## config.mk

```make
export PLATFORM = sky130hd
export DESIGN_NAME = substring_first_last_finder
export DESIGN_NICKNAME = d
export VERILOG_FILES = /design/src/rtl/sflf_pkg.sv /design/src/rtl/sflf_cell.sv /design/src/rtl/substring_first_last_finder.sv
export SDC_FILE = /design/constraint.sdc
export NUM_CORES = 1
export LEC_CHECK = 0
export ABC_AREA = 1
export ABC_CLOCK_PERIOD_IN_PS = 13900
export BUFFER_PORTS_ARGS = -buffer_cell sky130_fd_sc_hd__buf_2
export CORE_MARGIN = 8
export CORE_UTILIZATION = 45
export CTS_CLUSTER_DIAMETER = 60
export CTS_CLUSTER_SIZE = 40
export DETAILED_ROUTE_END_ITERATION = 8
export HOLD_SLACK_MARGIN = 0.08
export PLACE_DENSITY = 0.68
export SLEW_MARGIN = 20
export SYNTH_ARGS = -nofsm -noshare
export SYNTH_HDL_FRONTEND = slang
export SYNTH_SLANG_ARGS = --single-unit
```

## constraint.sdc

```tcl
create_clock -name i_clk -period 13.9 [get_ports i_clk]
set_input_delay 3.475 -clock i_clk [delete_from_list [all_inputs] [get_ports i_clk]]
set_output_delay 3.475 -clock i_clk [all_outputs]
set_load 0.01 [all_outputs]
```

## src/rtl/sflf_pkg.sv

```systemverilog
// Shared types and constants for the substring first/last finder.
// No dependencies; imported by sflf_cell and substring_first_last_finder.
`timescale 1ns / 1ps

package sflf_pkg;

    localparam int PAT_BYTES   = 16;   // bytes held by the two pattern registers
    localparam int LEN_W       = 5;    // width of pattern_length
    localparam int START_W     = 16;   // width of match_start
    localparam int START_MAX   = 65535;
    localparam int CFG_DATA_W  = 64;
    localparam int CFG_IDX_W   = 2;

    typedef logic [7:0] t_byte;
    typedef logic [LEN_W-1:0] t_len;

    typedef enum logic [CFG_IDX_W-1:0] {
        REG_PATTERN_LOW  = 2'd0,
        REG_PATTERN_HIGH = 2'd1,
        REG_PATTERN_LEN  = 2'd2,
        REG_FIND_MODE    = 2'd3
    } t_cfg_reg;

endpackage

```

## src/rtl/sflf_cell.sv

```systemverilog
// One window cell: holds a text byte, passes it to the next older cell,
// and compares it against the pattern byte aligned to its slot. Uses sflf_pkg.
`timescale 1ns / 1ps

module sflf_cell
    import sflf_pkg::*;
#(
    parameter int K = 0                     // slot, 0 is the newest byte
) (
    input  logic  i_clk,
    input  logic  i_shift,
    input  t_byte i_byte,                   // from the newer neighbor
    input  t_byte i_pattern [PAT_BYTES],
    input  t_len  i_len,
    output t_byte o_byte,                   // to the older neighbor
    output logic  o_hit
);

    t_byte      r_byte;
    logic [3:0] pat_idx;

    always_ff @(posedge i_clk) begin
        if (i_shift) begin
            r_byte <= i_byte;
        end
    end

    // slot K lines up with pattern byte len-1-K; slots past the length agree
    assign pat_idx = 4'(i_len - LEN_W'(K) - LEN_W'(1));
    assign o_hit   = (LEN_W'(K) >= i_len) || (r_byte == i_pattern[pat_idx]);
    assign o_byte  = r_byte;

endmodule

```

## src/rtl/substring_first_last_finder.sv

```systemverilog
// Top level of the substring first/last finder: position tracking, match
// bookkeeping and result register around a row of sflf_cell. Uses sflf_pkg.
`timescale 1ns / 1ps

// Usage:
//   Input stream: one text byte per transfer on s_axis (tdata = text_byte),
//   tlast marks the final byte of a text. One byte is taken every cycle while o_s_axis_tready is high.
//   Output stream: one result per text on m_axis, after the tlast transfer.
//   The result register is loaded from the compare stage: the tlast transfer
//   shifts the byte into the cell row, and the window compare is registered
//   into the result register once the compare stage advances.
//   Throughput is one byte per cycle while the input is not stalled, set by the
//   shift of the cell row and the parallel compare of all cells against the pattern.
//   While a result waits in the output register, bytes keep flowing; only a
//   second tlast byte reaching the compare stage stalls the input, and
//   o_s_axis_tready drops until the waiting result is taken.
//   Configuration: write pattern_low/high, pattern_length and find_mode
//   through i_cfg_* while the block is idle. Pattern length 0 never matches.
//   Reset (synchronous, active low) clears the registers, position and
//   pending results; the window needs no clearing since a match also
//   requires pattern_length bytes of the current text.
//   Texts over MAX_TEXT bytes report too_long; later bytes are not searched.

module substring_first_last_finder
    import sflf_pkg::*;
#(
    parameter int MAX_PATTERN = 16,
    parameter int MAX_TEXT    = 65536
) (
    input  logic                  i_clk,
    input  logic                  i_rst_n,
    // configuration
    input  logic                  i_cfg_we,
    input  logic [CFG_IDX_W-1:0]  i_cfg_idx,
    input  logic [CFG_DATA_W-1:0] i_cfg_wdata,
    // text stream
    input  logic                  i_s_axis_tvalid,
    output logic                  o_s_axis_tready,
    input  logic [7:0]            i_s_axis_tdata,   // [7:0] text_byte
    input  logic                  i_s_axis_tlast,   // end_of_text
    // result stream
    output logic                  o_m_axis_tvalid,
    input  logic                  i_m_axis_tready,
    output logic [23:0]           o_m_axis_tdata    // [0] found, [16:1] match_start,
                                                    // [17] too_long, [23:18] zero
);

    localparam int POS_W = $clog2(MAX_TEXT + 2);

    // configuration registers
    logic [CFG_DATA_W-1:0] r_pat_low;
    logic [CFG_DATA_W-1:0] r_pat_high;
    t_len                  r_len;
    logic                  r_mode;
    t_byte                 pattern [PAT_BYTES];

    always_ff @(posedge i_clk) begin
        if (!i_rst_n) begin
            r_pat_low  <= '0;
            r_pat_high <= '0;
            r_len      <= '0;
            r_mode     <= 1'b0;
        end else if (i_cfg_we) begin
            unique case (t_cfg_reg'(i_cfg_idx))
                REG_PATTERN_LOW:  r_pat_low  <= i_cfg_wdata;
                REG_PATTERN_HIGH: r_pat_high <= i_cfg_wdata;
                REG_PATTERN_LEN:  r_len      <= i_cfg_wdata[LEN_W-1:0];
                REG_FIND_MODE:    r_mode     <= i_cfg_wdata[0];
                default: ;
            endcase
        end
    end

    always_comb begin
        for (int j = 0; j < PAT_BYTES / 2; j++) begin
            pattern[j]                 = r_pat_low[j*8 +: 8];
            pattern[j + PAT_BYTES / 2] = r_pat_high[j*8 +: 8];
        end
    end

    // handshake
    logic s_accept;
    logic advance;
    logic r_p_valid;
    logic r_p_last;
    logic r_out_valid;

    assign advance         = !(r_p_valid && r_p_last && r_out_valid && !i_m_axis_tready);
    assign o_s_axis_tready = advance;
    assign s_accept        = i_s_axis_tvalid && advance;

    // stage 0: position count and window shift
    logic [POS_W-1:0] r_pos;
    logic [POS_W-1:0] n_pos;
    logic             in_range;
    logic [POS_W-1:0] r_p_pos;
    logic             r_p_search;

    assign in_range = 32'(r_pos) < 32'(MAX_TEXT);
    assign n_pos    = in_range ? r_pos + POS_W'(1) : POS_W'(MAX_TEXT + 1);

    always_ff @(posedge i_clk) begin
        if (!i_rst_n) begin
            r_pos     <= '0;
            r_p_valid <= 1'b0;
        end else begin
            if (s_accept) begin
                r_pos <= i_s_axis_tlast ? '0 : n_pos;
            end
            if (advance) begin
                r_p_valid <= s_accept;
            end
        end
    end

    always_ff @(posedge i_clk) begin
        if (s_accept) begin
            r_p_pos    <= n_pos;
            r_p_search <= in_range;
            r_p_last   <= i_s_axis_tlast;
        end
    end

    // cell row
    t_byte                  chain [MAX_PATTERN+1];
    logic [MAX_PATTERN-1:0] hits;

    assign chain[0] = i_s_axis_tdata;

    for (genvar k = 0; k < MAX_PATTERN; k++) begin : g_cell
        sflf_cell #(.K(k)) u_cell (
            .i_clk     (i_clk),
            .i_shift   (s_accept && in_range),
            .i_byte    (chain[k]),
            .i_pattern (pattern),
            .i_len     (r_len),
            .o_byte    (chain[k+1]),
            .o_hit     (hits[k])
        );
    end

    // stage 1: compare and keep the first or last match
    logic               hit;
    logic [POS_W-1:0]   start_full;
    logic [START_W-1:0] start;
    logic               upd;
    logic               r_have;
    logic [START_W-1:0] r_kept;
    logic               n_have;
    logic [START_W-1:0] n_kept;
    logic [23:0]        r_out_data;

    assign hit = r_p_search && (r_len != '0) && (32'(r_len) <= 32'(MAX_PATTERN))
              && (32'(r_p_pos) >= 32'(r_len)) && (&hits);
    assign start_full = r_p_pos - POS_W'(r_len);
    assign start = (32'(start_full) > 32'(START_MAX)) ? START_W'(START_MAX)
                                                       : START_W'(start_full);
    assign upd    = hit && (r_mode || !r_have);
    assign n_have = upd || r_have;
    assign n_kept = upd ? start : r_kept;

    always_ff @(posedge i_clk) begin
        if (!i_rst_n) begin
            r_have      <= 1'b0;
            r_kept      <= '0;
            r_out_valid <= 1'b0;
        end else begin
            if (r_p_valid && advance) begin
                if (r_p_last) begin
                    r_have <= 1'b0;
                    r_kept <= '0;
                end else begin
                    r_have <= n_have;
                    r_kept <= n_kept;
                end
            end
            if (r_p_valid && advance && r_p_last) begin
                r_out_valid <= 1'b1;
            end else if (i_m_axis_tready) begin
                r_out_valid <= 1'b0;
            end
        end
    end

    always_ff @(posedge i_clk) begin
        if (r_p_valid && advance && r_p_last) begin
            r_out_data <= {6'd0,
                           32'(r_p_pos) > 32'(MAX_TEXT),
                           n_have ? n_kept : START_W'(0),
                           n_have};
        end
    end

    assign o_m_axis_tvalid = r_out_valid;
    assign o_m_axis_tdata  = r_out_data;

    // checks
    a_pos_bound: assert property (@(posedge i_clk) disable iff (!i_rst_n)
        32'(r_pos) <= 32'(MAX_TEXT + 1))
        else $error("byte position beyond saturation value");

    a_pos_clear: assert property (@(posedge i_clk) disable iff (!i_rst_n)
        (s_accept && i_s_axis_tlast) |=> (r_pos == '0))
        else $error("position not cleared after end of text");

    a_kept_clear: assert property (@(posedge i_clk) disable iff (!i_rst_n)
        !r_have |-> (r_kept == '0))
        else $error("kept start set without a match");

    a_stall_cause: assert property (@(posedge i_clk) disable iff (!i_rst_n)
        !o_s_axis_tready |-> (r_out_valid && r_p_valid && r_p_last))
        else $error("input stalled without a waiting result");

    a_nomatch_zero: assert property (@(posedge i_clk) disable iff (!i_rst_n)
        (r_out_valid && !o_m_axis_tdata[0]) |-> (o_m_axis_tdata[16:1] == '0))
        else $error("match_start nonzero without a match");

endmodule
```

Word-level counts from Yosys, hierarchy flattened
Index checks and enable logic that the tools add are counted.
Storage, ports and cells
  register bits after elaboration: 335
  bits of input ports: 80
  output and inout port bits: 26
  word-level logic and storage cells: 231
Operators by class
  $add $sub $neg: 32
  order comparisons: 37
  eq/ne operators: 19
  multiplexer cells: 56
  bitwise gates (word level): 16
  reductions and logical operators: 41
Operators by type and width (number)
  8-bit binary-select mux with 4-bit select: 16
  8-bit 2-to-1 mux: 32
  8-bit == test: 16
  5-bit >= comparator (second input constant): 16
  4-bit NOT with 5-bit output: 16
  4-bit by 1-bit subtractor with 4-bit output (second input constant): 16
  16-bit 2-to-1 mux: 3
  4-bit by 5-bit >= comparator with 1-bit output (first input constant): 8
  17-bit 2-to-1 mux: 2
  4-bit subtractor (second input constant): 8
  3-bit by 5-bit >= comparator with 1-bit output (first input constant): 4
  1-bit logical OR: 18
  17-bit by 1-bit adder with 17-bit output (second input constant): 1
  17-bit by 5-bit >= comparator with 1-bit output: 1
  17-bit by 16-bit greater-than comparator with 1-bit output (second input constant): 1
  17-bit greater-than comparator (second input constant): 1
  17-bit < comparator (second input constant): 1
  17-bit by 5-bit subtractor with 17-bit output: 1
  16-bit AND reduction: 1
  4-bit by 3-bit subtractor with 4-bit output (second input constant): 4
  1-bit logical AND: 12
  1-bit by 5-bit >= comparator with 1-bit output (first input constant): 2
  2-bit by 5-bit >= comparator with 1-bit output (first input constant): 2
  2-bit AND reduction: 4
  other kinds (9): 15

Longest topological paths before layout
Gate-level depths: netlist (run 1).
  depth in word-level cells: 13
  gate-level depth with buffers: 29
  mapped depth without buffers: 25

Cells and area by module
From an unflattened synthesis (run 1), not the netlist that was laid out.
Second synthesis, totals
  cell total of the unflattened synthesis: 7072
  area, all modules: 38220.4 µm²
Modules (own cells, without submodules)
  substring_first_last_finder: instances 1, cells an instance 1171, area each 8974.9 µm², sequential area each 4514.3 µm²
  sflf_cell (g_cell[13].u_cell ...): instances 2, cells an instance 385, area each 1848.0 µm², sequential area each 240.2 µm²
  sflf_cell (g_cell[9].u_cell): instances 1, cells an instance 392, area each 1926.8 µm², sequential area each 240.2 µm²
  sflf_cell (g_cell[3].u_cell): instances 1, cells an instance 394, area each 1900.6 µm², sequential area each 240.2 µm²
  sflf_cell (g_cell[15].u_cell): instances 1, cells an instance 394, area each 1886.8 µm², sequential area each 240.2 µm²
  sflf_cell (g_cell[11].u_cell): instances 1, cells an instance 389, area each 1883.1 µm², sequential area each 240.2 µm²
  sflf_cell (g_cell[14].u_cell): instances 1, cells an instance 389, area each 1875.5 µm², sequential area each 240.2 µm²
  sflf_cell (g_cell[6].u_cell): instances 1, cells an instance 385, area each 1873.0 µm², sequential area each 240.2 µm²
  sflf_cell (g_cell[7].u_cell): instances 1, cells an instance 382, area each 1844.3 µm², sequential area each 240.2 µm²
  sflf_cell (g_cell[1].u_cell): instances 1, cells an instance 384, area each 1835.5 µm², sequential area each 240.2 µm²
  sflf_cell (g_cell[10].u_cell): instances 1, cells an instance 335, area each 1814.2 µm², sequential area each 240.2 µm²
  sflf_cell (g_cell[4].u_cell): instances 1, cells an instance 339, area each 1764.2 µm², sequential area each 240.2 µm²
  sflf_cell (g_cell[12].u_cell): instances 1, cells an instance 338, area each 1752.9 µm², sequential area each 240.2 µm²
  sflf_cell (g_cell[8].u_cell): instances 1, cells an instance 336, area each 1751.7 µm², sequential area each 240.2 µm²
  +2 rows

Worst setup path before layout (run 1)
OpenSTA, ideal clock, no wires.
  path type: input to register
  start point: input port i_m_axis_tready
  end point: register g_cell[0].u_cell.r_byte[0], enable pin
  setup time: 617 ps
  arrival: 10612 ps
  required time: 13283 ps
  setup slack: 2670 ps
  stages: 7
  buffers on the path: 1
  cell sequence: nor2_1 > inv_1 > nor2_1 > nor2_1 > clkinv_1 > clkbuf_1 > nor2_1
Between the ends
  cells in the longest elaborated chain, start to end: 5
Ends and longest elaborated chain
  start: declaration: RTL line substring_first_last_finder.sv:43  | input logic i_m_axis_tready,
  1-bit zero test: RTL line substring_first_last_finder.sv:88  | assign advance = !(r_p_valid && r_p_last && r_out_valid && !i_m_axis_tready);
  1-bit logical AND: RTL line substring_first_last_finder.sv:88
  1-bit zero test: RTL line substring_first_last_finder.sv:88
  1-bit logical AND: RTL line substring_first_last_finder.sv:90  | assign s_accept = i_s_axis_tvalid && advance;
  via s_accept: RTL line substring_first_last_finder.sv:82  | logic s_accept;
  1-bit logical AND: RTL line substring_first_last_finder.sv:133  | .i_shift (s_accept && in_range),
  via g_cell[0].u_cell.i_shift: RTL line sflf_cell.sv:11  | input logic i_shift,
  end signal: assignment: RTL line sflf_cell.sv:24  | r_byte <= i_byte;
  end: declaration: RTL line sflf_cell.sv:19  | t_byte r_byte;
The timed path passes the listed nets, and every way through them passes these cells.
A chain may end at the register's enable or synchronous reset.

Worst setup path after layout (run 1)
  start point: input port i_m_axis_tready
  end point: output port o_s_axis_tready
Between the ends
  cells in the longest elaborated chain, start to end: 3
Ends and longest elaborated chain
  1-bit zero test: RTL line substring_first_last_finder.sv:88
  1-bit logical AND: RTL line substring_first_last_finder.sv:88
  1-bit zero test: RTL line substring_first_last_finder.sv:88
  end: declaration: RTL line substring_first_last_finder.sv:38  | output logic o_s_axis_tready,
Every way passes these cells.

==> impl_metrics.json, run 1 <==
{
  "setup_ws_ns": 6.197,
  "use_met3": 0.08873,
  "fill_cells": 4802,
  "area_delta_synth_final_pct": 8.950,
  "clock_path_buffers": 3,
  "overflow": 0,
  "drc_errors": 0,
  "seq_area_frac_synth": 0.3835,
  "die_h_um": 236.1,
  "crit_type": "input port to primary output",
  "drt_iter0_drc": 3016,
  "cts_sinks": 335,
  "grt_pass1_wl_mm": 126.8,
  "start_util": 0.4565,
  "antenna_found_initial": 1,
  "grtUsageMet1": 0.4029,
  "multiInputGateArea_mm2": 0.01199,
  "use_met2": 0.4107,
  "p_per_area_mw_per_mm2": 117.7,
  "drt_pass1_iterations": 6,
  "fin_nets": 3372,
  "ios": 106,
  "synth_ff_type": "dfxtp_1",
  "die_area_mm2": 0.05573,
  "status": "finished clean",
  "postSynthCellCount": 3273,
  "num_rows": 80,
  "async_flop_share": 0,
  "synth_edf_count": 165,
  "port_buffers": 99,
  "skew_ns": 0.04674,
  "gr-max-usage-layer": "met2",
  "die-width_um": 236.1,
  "worst_setup_path_start_kind": "input port",
  "cts_tree": "built",
  "synth.area.top_cells": "edfxtp_1 (23%), nand3_1 (21%), dfxtp_1 (16%)",
  "worst_ep_arrival_time_ns": 4.23,
  "layout-drive-gt1-share": 0.07466,
  "wl_per_cell_um": 21.67,
  "cts.clk_slew.worst_paths_ns": 0.08,
  "relSlewSlack": 0.1938,
  "ctsHoldBuffers": 0,
  "htree_levels": 1,
  "slew_viol_final": 0,
  "p_int_mw": 1.744,
  "max_freq_mhz": 129.8,
  "end_kind": "primary output",
  "synth_cell_type_count": 43,
  "synth_top_cell_by_area": "edfxtp_1",
  "grt_max_degree": 114,
  "hold_viol": 0,
  "synth_warnings": 0,
  "yosysTopAreaCellShare": 0.2273,
  "finalSetupViolations": 0,
  "vdd_ir_drop_max_mv": 0.1289,
  "final_area_mm2": 0.02375,
  "fin_setup_tns_ns": 0,
  "routed_wl_mm": 84.76,
  "max-cap-violations": 0,
  "worst_pin_slew_ns": 1.208,
  "placed_area_mm2": 0.02259,
  "p_comb_frac": 0.253,
  "seq_area_mm2": 0.008363,
  "vias": 23210,
  "dp_hpwl_mm": 61.46,
  "post_cts_buffers": 0,
  "core-area_mm2": 0.04775,
  "power.switching_mw": 1.050,
  "period_minus_slack_ns": 7.703,
  "clockPowerShare": 0.339,
  "place_worst_setup_slack_ns": 6.219,
  "clk-insertion-delay-late_ns": 0.64,
  "p_seq_frac": 0.408,
  "post-route-period-util": 0.5542,
  "cp_max_fo": 4,
  "hold_class": "flip-flop to flip-flop",
  "cts-resized-gates": 0,
  "ys_ff_latch": 335,
  "cts_buffers": 30,
  "sw_frac_of_total": 0.3759,
  "cts_root_buf": "clkbuf_16",
  "leakagePower_nw": 10.47,
  "syn_area_per_cell_um2": 6.659,
  "place.gp.congestion": 0.9992,
  "required_ns": 10.43,
  "vias_per_cell": 5.935,
  "postRouteAntennaNets": 0,
  "grtUsageTotal": 0.2942,
  "synth_area_mm2": 0.02179,
  "grt_pass1_vias": 20630,
  "grt_setup_unrepaired": "no"
}
[flip-flops by register name, indices dropped and copies added, names as in the netlist]
name and cells:
r_p_pos 17, r_kept 16, r_have 1, o_m_axis_tvalid 1
o_m_axis_tdata 18, r_p_valid 1, r_len 5, g_cell.u_cell.o_byte 128
r_p_last 1, r_pat_high 64, r_mode 1, r_pos 17
r_p_search 1, r_pat_low 64
[cell type report]
cell class              count  area share
well taps                 615     0.03241
inverters                 193     0.03072
clock buffers              31     0.03267
diodes                      1   0.0001054
multi-input cells        2579      0.5047
flip-flops and latches    335      0.3522
clock inverters            25     0.01576
repair buffers            132     0.03140
[power groups by stage]
stage	logic (mW)	registers (mW)	clock network, mW
2_1_floorplan	0.478	1.13	0
3_3_place_gp	0.673	1.16	0
3_5_place_dp	0.678	1.16	0
4_1_cts	0.681	1.14	0.954
5_1_grt	0.771	1.14	0.989
6_report	0.706	1.14	0.948
[final timing paths]
path	from	to	slack, ns	cells past startpoint
max	i_m_axis_tready	o_s_axis_tready	6.20	6
min	r_pos[9]	r_pos[9]	0.47	2
max reg2reg	r_len[0]	o_m_axis_tdata[5]	7.57	27
min reg2reg	r_pos[9]	r_pos[9]	0.47	2
[synthesized netlist by cell type (2+ instances only)]
cell type	instances
nand2_1	873
or2_2	5
xor2_1	20
nor3_1	10
ha_1	20
nand2_2	14
clkbuf_1	72
a31oi_1	6
buf_1	31
o211ai_1	3
nand4_1	5
xor2_2	3
nor4_1	4
buf_2	50
edfxtp_1	165
clkinv_1	3
a21oi_1	69
nand3b_1	45
nor2_1	372
dfxtp_1	170
buf_4	15
and2_1	11
buf_6	3
o21ai_1	4
xor2_4	4
inv_2	8
inv_1	181
nor2_2	4
nand2_4	3
nand3_1	914
o21ai_0	171
o21bai_1	2
a211oi_1	3
[layer usage]
layer  wire [um]  vias to the layer above
li1            -                    10970
met1       34830                    10590
met2       33550                     1417
met3       11120                      234
met4        5246                        2
met5          13                        -
[per-stage QoR]
stage | instances | total power [mW] | hold slack (ns) | util
detailed placement | 3854 | 1.838 | 0.4541 | 0.4731
global route | 3910 | 2.904 | 0.4793 | 0.4973
floorplan | 3278 | 1.611 | 0.4294 | -
global placement | 3854 | 1.832 | 0.4494 | 0.4731
CTS | 3910 | 2.772 | 0.4674 | 0.4972
finish | 3911 | 2.794 | 0.4677 | 0.4973
[cell usage in the layout, fill, tap and decap left out, types with 5 or more instances in the layout]
cell / count
nand2_1: 873
conb_1: 6
clkinv_8: 6
clkbuf_16: 31
nand3b_1: 45
dfxtp_1: 168
inv_2: 10
edfxtp_1: 165
nor2_2: 7
buf_4: 34
or2_2: 5
nand2_2: 14
nand3_1: 913
nand4_1: 5
nor2_1: 367
buf_2: 98
nor3_1: 10
ha_1: 18
o21ai_0: 171
a31oi_1: 6
and2_1: 11
inv_1: 178
xor2_1: 20
a21oi_1: 69
[kinds of logic after synthesis]
group,synth area share
other cells,0.0001721
simple gates,0.4573
xor+xnor,0.01573
flops,0.3835
fa+ha+maj,0.01240
buf+inv,0.06929
compound gates,0.06166
[worst max-delay path, cell delays in order]
cell and delay, ns:
buf_2 0.09, nor2_1 0.15, inv_1 0.07, nor2_1 0.16, inv_1 0.12, buf_2 0.16
(Power assumes the default switching activity.)
==> run 2, diff against run 1 <==
Settings changed: ABC_CLOCK_PERIOD_IN_PS 13900 to 7400.
Clock period 13.9 ns to 7.4 ns, I/O delays scaled along.
==> impl_metrics.json, run 2 (same netlist as run 1, synthesis figures left out) <==
{
  "status": "finished clean",
  "ctsHoldBuffers": 0,
  "cp_max_fo": 37,
  "grt_max_degree": 129,
  "end_kind": "flip-flop",
  "grt_setup_unrepaired": "no",
  "holdWs_ns": 0.4652,
  "slew_viol_final": 0,
  "place.gp.congestion": 1.020,
  "final_util": 0.5000,
  "post_cts_buffers": 0,
  "cts_buffers": 34,
  "power.switching_mw": 1.959,
  "core-area_mm2": 0.04775,
  "worst_pin_slew_ns": 1.213,
  "p_int_mw": 3.407,
  "skew_ns": 0.04540,
  "grtUsageTotal": 0.2922,
  "p_seq_frac": 0.400,
  "die_area_mm2": 0.05573,
  "max-cap-violations": 0,
  "grt_pass1_wl_mm": 125.6,
  "relSlewSlack": 0.1909,
  "cts-resized-gates": 0,
  "sw_frac_of_total": 0.3651,
  "post-route-period-util": 0.7250,
  "period_minus_slack_ns": 5.365,
  "num_rows": 80,
  "vias": 23080,
  "fin_setup_tns_ns": 0,
  "clock_path_buffers": 3,
  "layout-drive-gt1-share": 0.07567,
  "crit_type": "flip-flop to flip-flop",
  "wl_per_cell_um": 21.52,
  "power_mw": 5.366,
  "leakagePower_nw": 10.54,
  "r2r-start": "r_len[1]",
  "crit_top_cell": "nand2_1",
  "overflow": 0,
  "grt_pass1_vias": 20420,
  "fin_nets": 3379,
  "antennaDiodeCount": 0,
  "rr_worst_depth": 22,
  "ios": 106,
  "cp-endpoint": "o_m_axis_tdata[0]",
  "clk-insertion-delay-late_ns": 0.59,
  "finalSetupViolations": 0,
  "regToRegEndpoint": "o_m_axis_tdata[0]",
  "layout_commonest_cell": "nand3_1",
  "cts.clk_slew.worst_paths_ns": 0.08,
  "placed_area_mm2": 0.02262,
  "largest_reg_flops": 128,
  "htree_levels": 2,
  "postRouteAntennaNets": 0,
  "required_ns": 7.67,
  "clockPowerShare": 0.356,
  "worst_setup_path_start_kind": "flip-flop",
  "die-width_um": 236.1,
  "hold_viol": 0,
  "final_cell_mix": "nand3_1 (913), nand2_1 (873), nor2_1 (368), inv_1 (178), o21ai_0 (171)",
  "routed_wl_mm": 84.34,
  "drt_pass1_iterations": 9,
  "max_freq_mhz": 186.4,
  "cts_tree": "built",
  "drt_iter0_drc": 3464,
  "slowest_delay_ns": 0.83,
  "p_comb_frac": 0.244,
  "area_delta_synth_final_pct": 9.530,
  "path_cells": "inv_2, buf_4, ha_1, nand2_1, nand2_2, clkinv_1, nand3_1, nand2_1, nand2_2, inv_2, nand2_1, nand3_1, nand2_1, inv_1, nand2_1, nor2_1, nand2_1, nand2_1, nand3_1, nor2_4, nor2_2, inv_1",
  "hold_class": "flip-flop to flip-flop",
  "critPathLaunch": "r_len[1]",
  "antenna_found_initial": 1,
  "start_util": 0.4565,
  "vdd_ir_drop_max_mv": 0.1796,
  "crit_path_top_delay_cell": "clkinv_1",
  "final_area_mm2": 0.02387,
  "dp_hpwl_mm": 62.95,
  "fill_cells": 4875,
  "cts_sinks": 335,
  "worst_ep_arrival_time_ns": 5.64,
  "die_h_um": 236.1,
  "port_buffers": 99,
  "p_per_area_mw_per_mm2": 224.8,
  "vias_per_cell": 5.889,
  "drc_errors": 0,
  "cts_root_buf": "clkbuf_16",
  "rrSetupSlack_ns": 2.03
}
[run 2: metal layers]
layer  wire [um]  GRT usage  vias up
met5          10          0        -
met4        4630     0.1436        2
met1       35600     0.4103    10490
li1            -          -    11000
met3       11250    0.08383      214
met2       32850     0.4041     1371
[run 2: critical path: cells and delay by family (launching register included)]
kind | cells | cell delay, ns
and+or+nand+nor | 15 | 2.26
buffers and inverters | 6 | 2.18
DFF | 1 | 0.33
adders and majority gates | 1 | 0.25
[run 2: power by group through the flow]
stage / logic [mW] / clock network, mW / registers (mW)
floorplan: 0.898 / 0 / 2.12
global placement: 1.25 / 0 / 2.18
detailed placement: 1.26 / 0 / 2.18
CTS: 1.26 / 1.93 / 2.14
global route: 1.43 / 2.00 / 2.15
finish: 1.31 / 1.91 / 2.15
[run 2: layout make-up]
cell class | instances | area [um2] | area share
sequential | 335 | 8363 | 0.3503
tap | 615 | 769.5 | 0.03223
clock inverter | 26 | 357.8 | 0.01499
multi-input combinational | 2579 | 11990 | 0.5023
timing repair buffer | 135 | 780.7 | 0.03271
clock buffer | 36 | 879.6 | 0.03685
inverter | 193 | 729.5 | 0.03056
[run 2: how the worst min path moves through the flow]
| stage | start | to | slack [ns] | cells past startpoint |
|---|---|---|---|---|
| finish | r_kept[6] | r_kept[6] | 0.47 | 2 |
| global route | g_cell[11].u_cell.o_byte[1] | g_cell[12].u_cell.o_byte[1] | 0.48 | 0 |
| CTS | r_kept[8] | r_kept[8] | 0.47 | 2 |
| detailed placement | r_kept[4] | r_kept[4] | 0.46 | 2 |
| global placement | g_cell[11].u_cell.o_byte[1] | g_cell[12].u_cell.o_byte[1] | 0.45 | 0 |
| floorplan | r_mode | r_mode | 0.43 | 2 |
[run 2: stage by stage]
step / instances / setup WS [ns]
3_5_place_dp: 3857 / 2.246
4_1_cts: 3919 / 2.218
3_3_place_gp: 3857 / 2.262
2_1_floorplan: 3278 / 1.392
6_report: 3919 / 2.035
5_1_grt: 3919 / 1.665
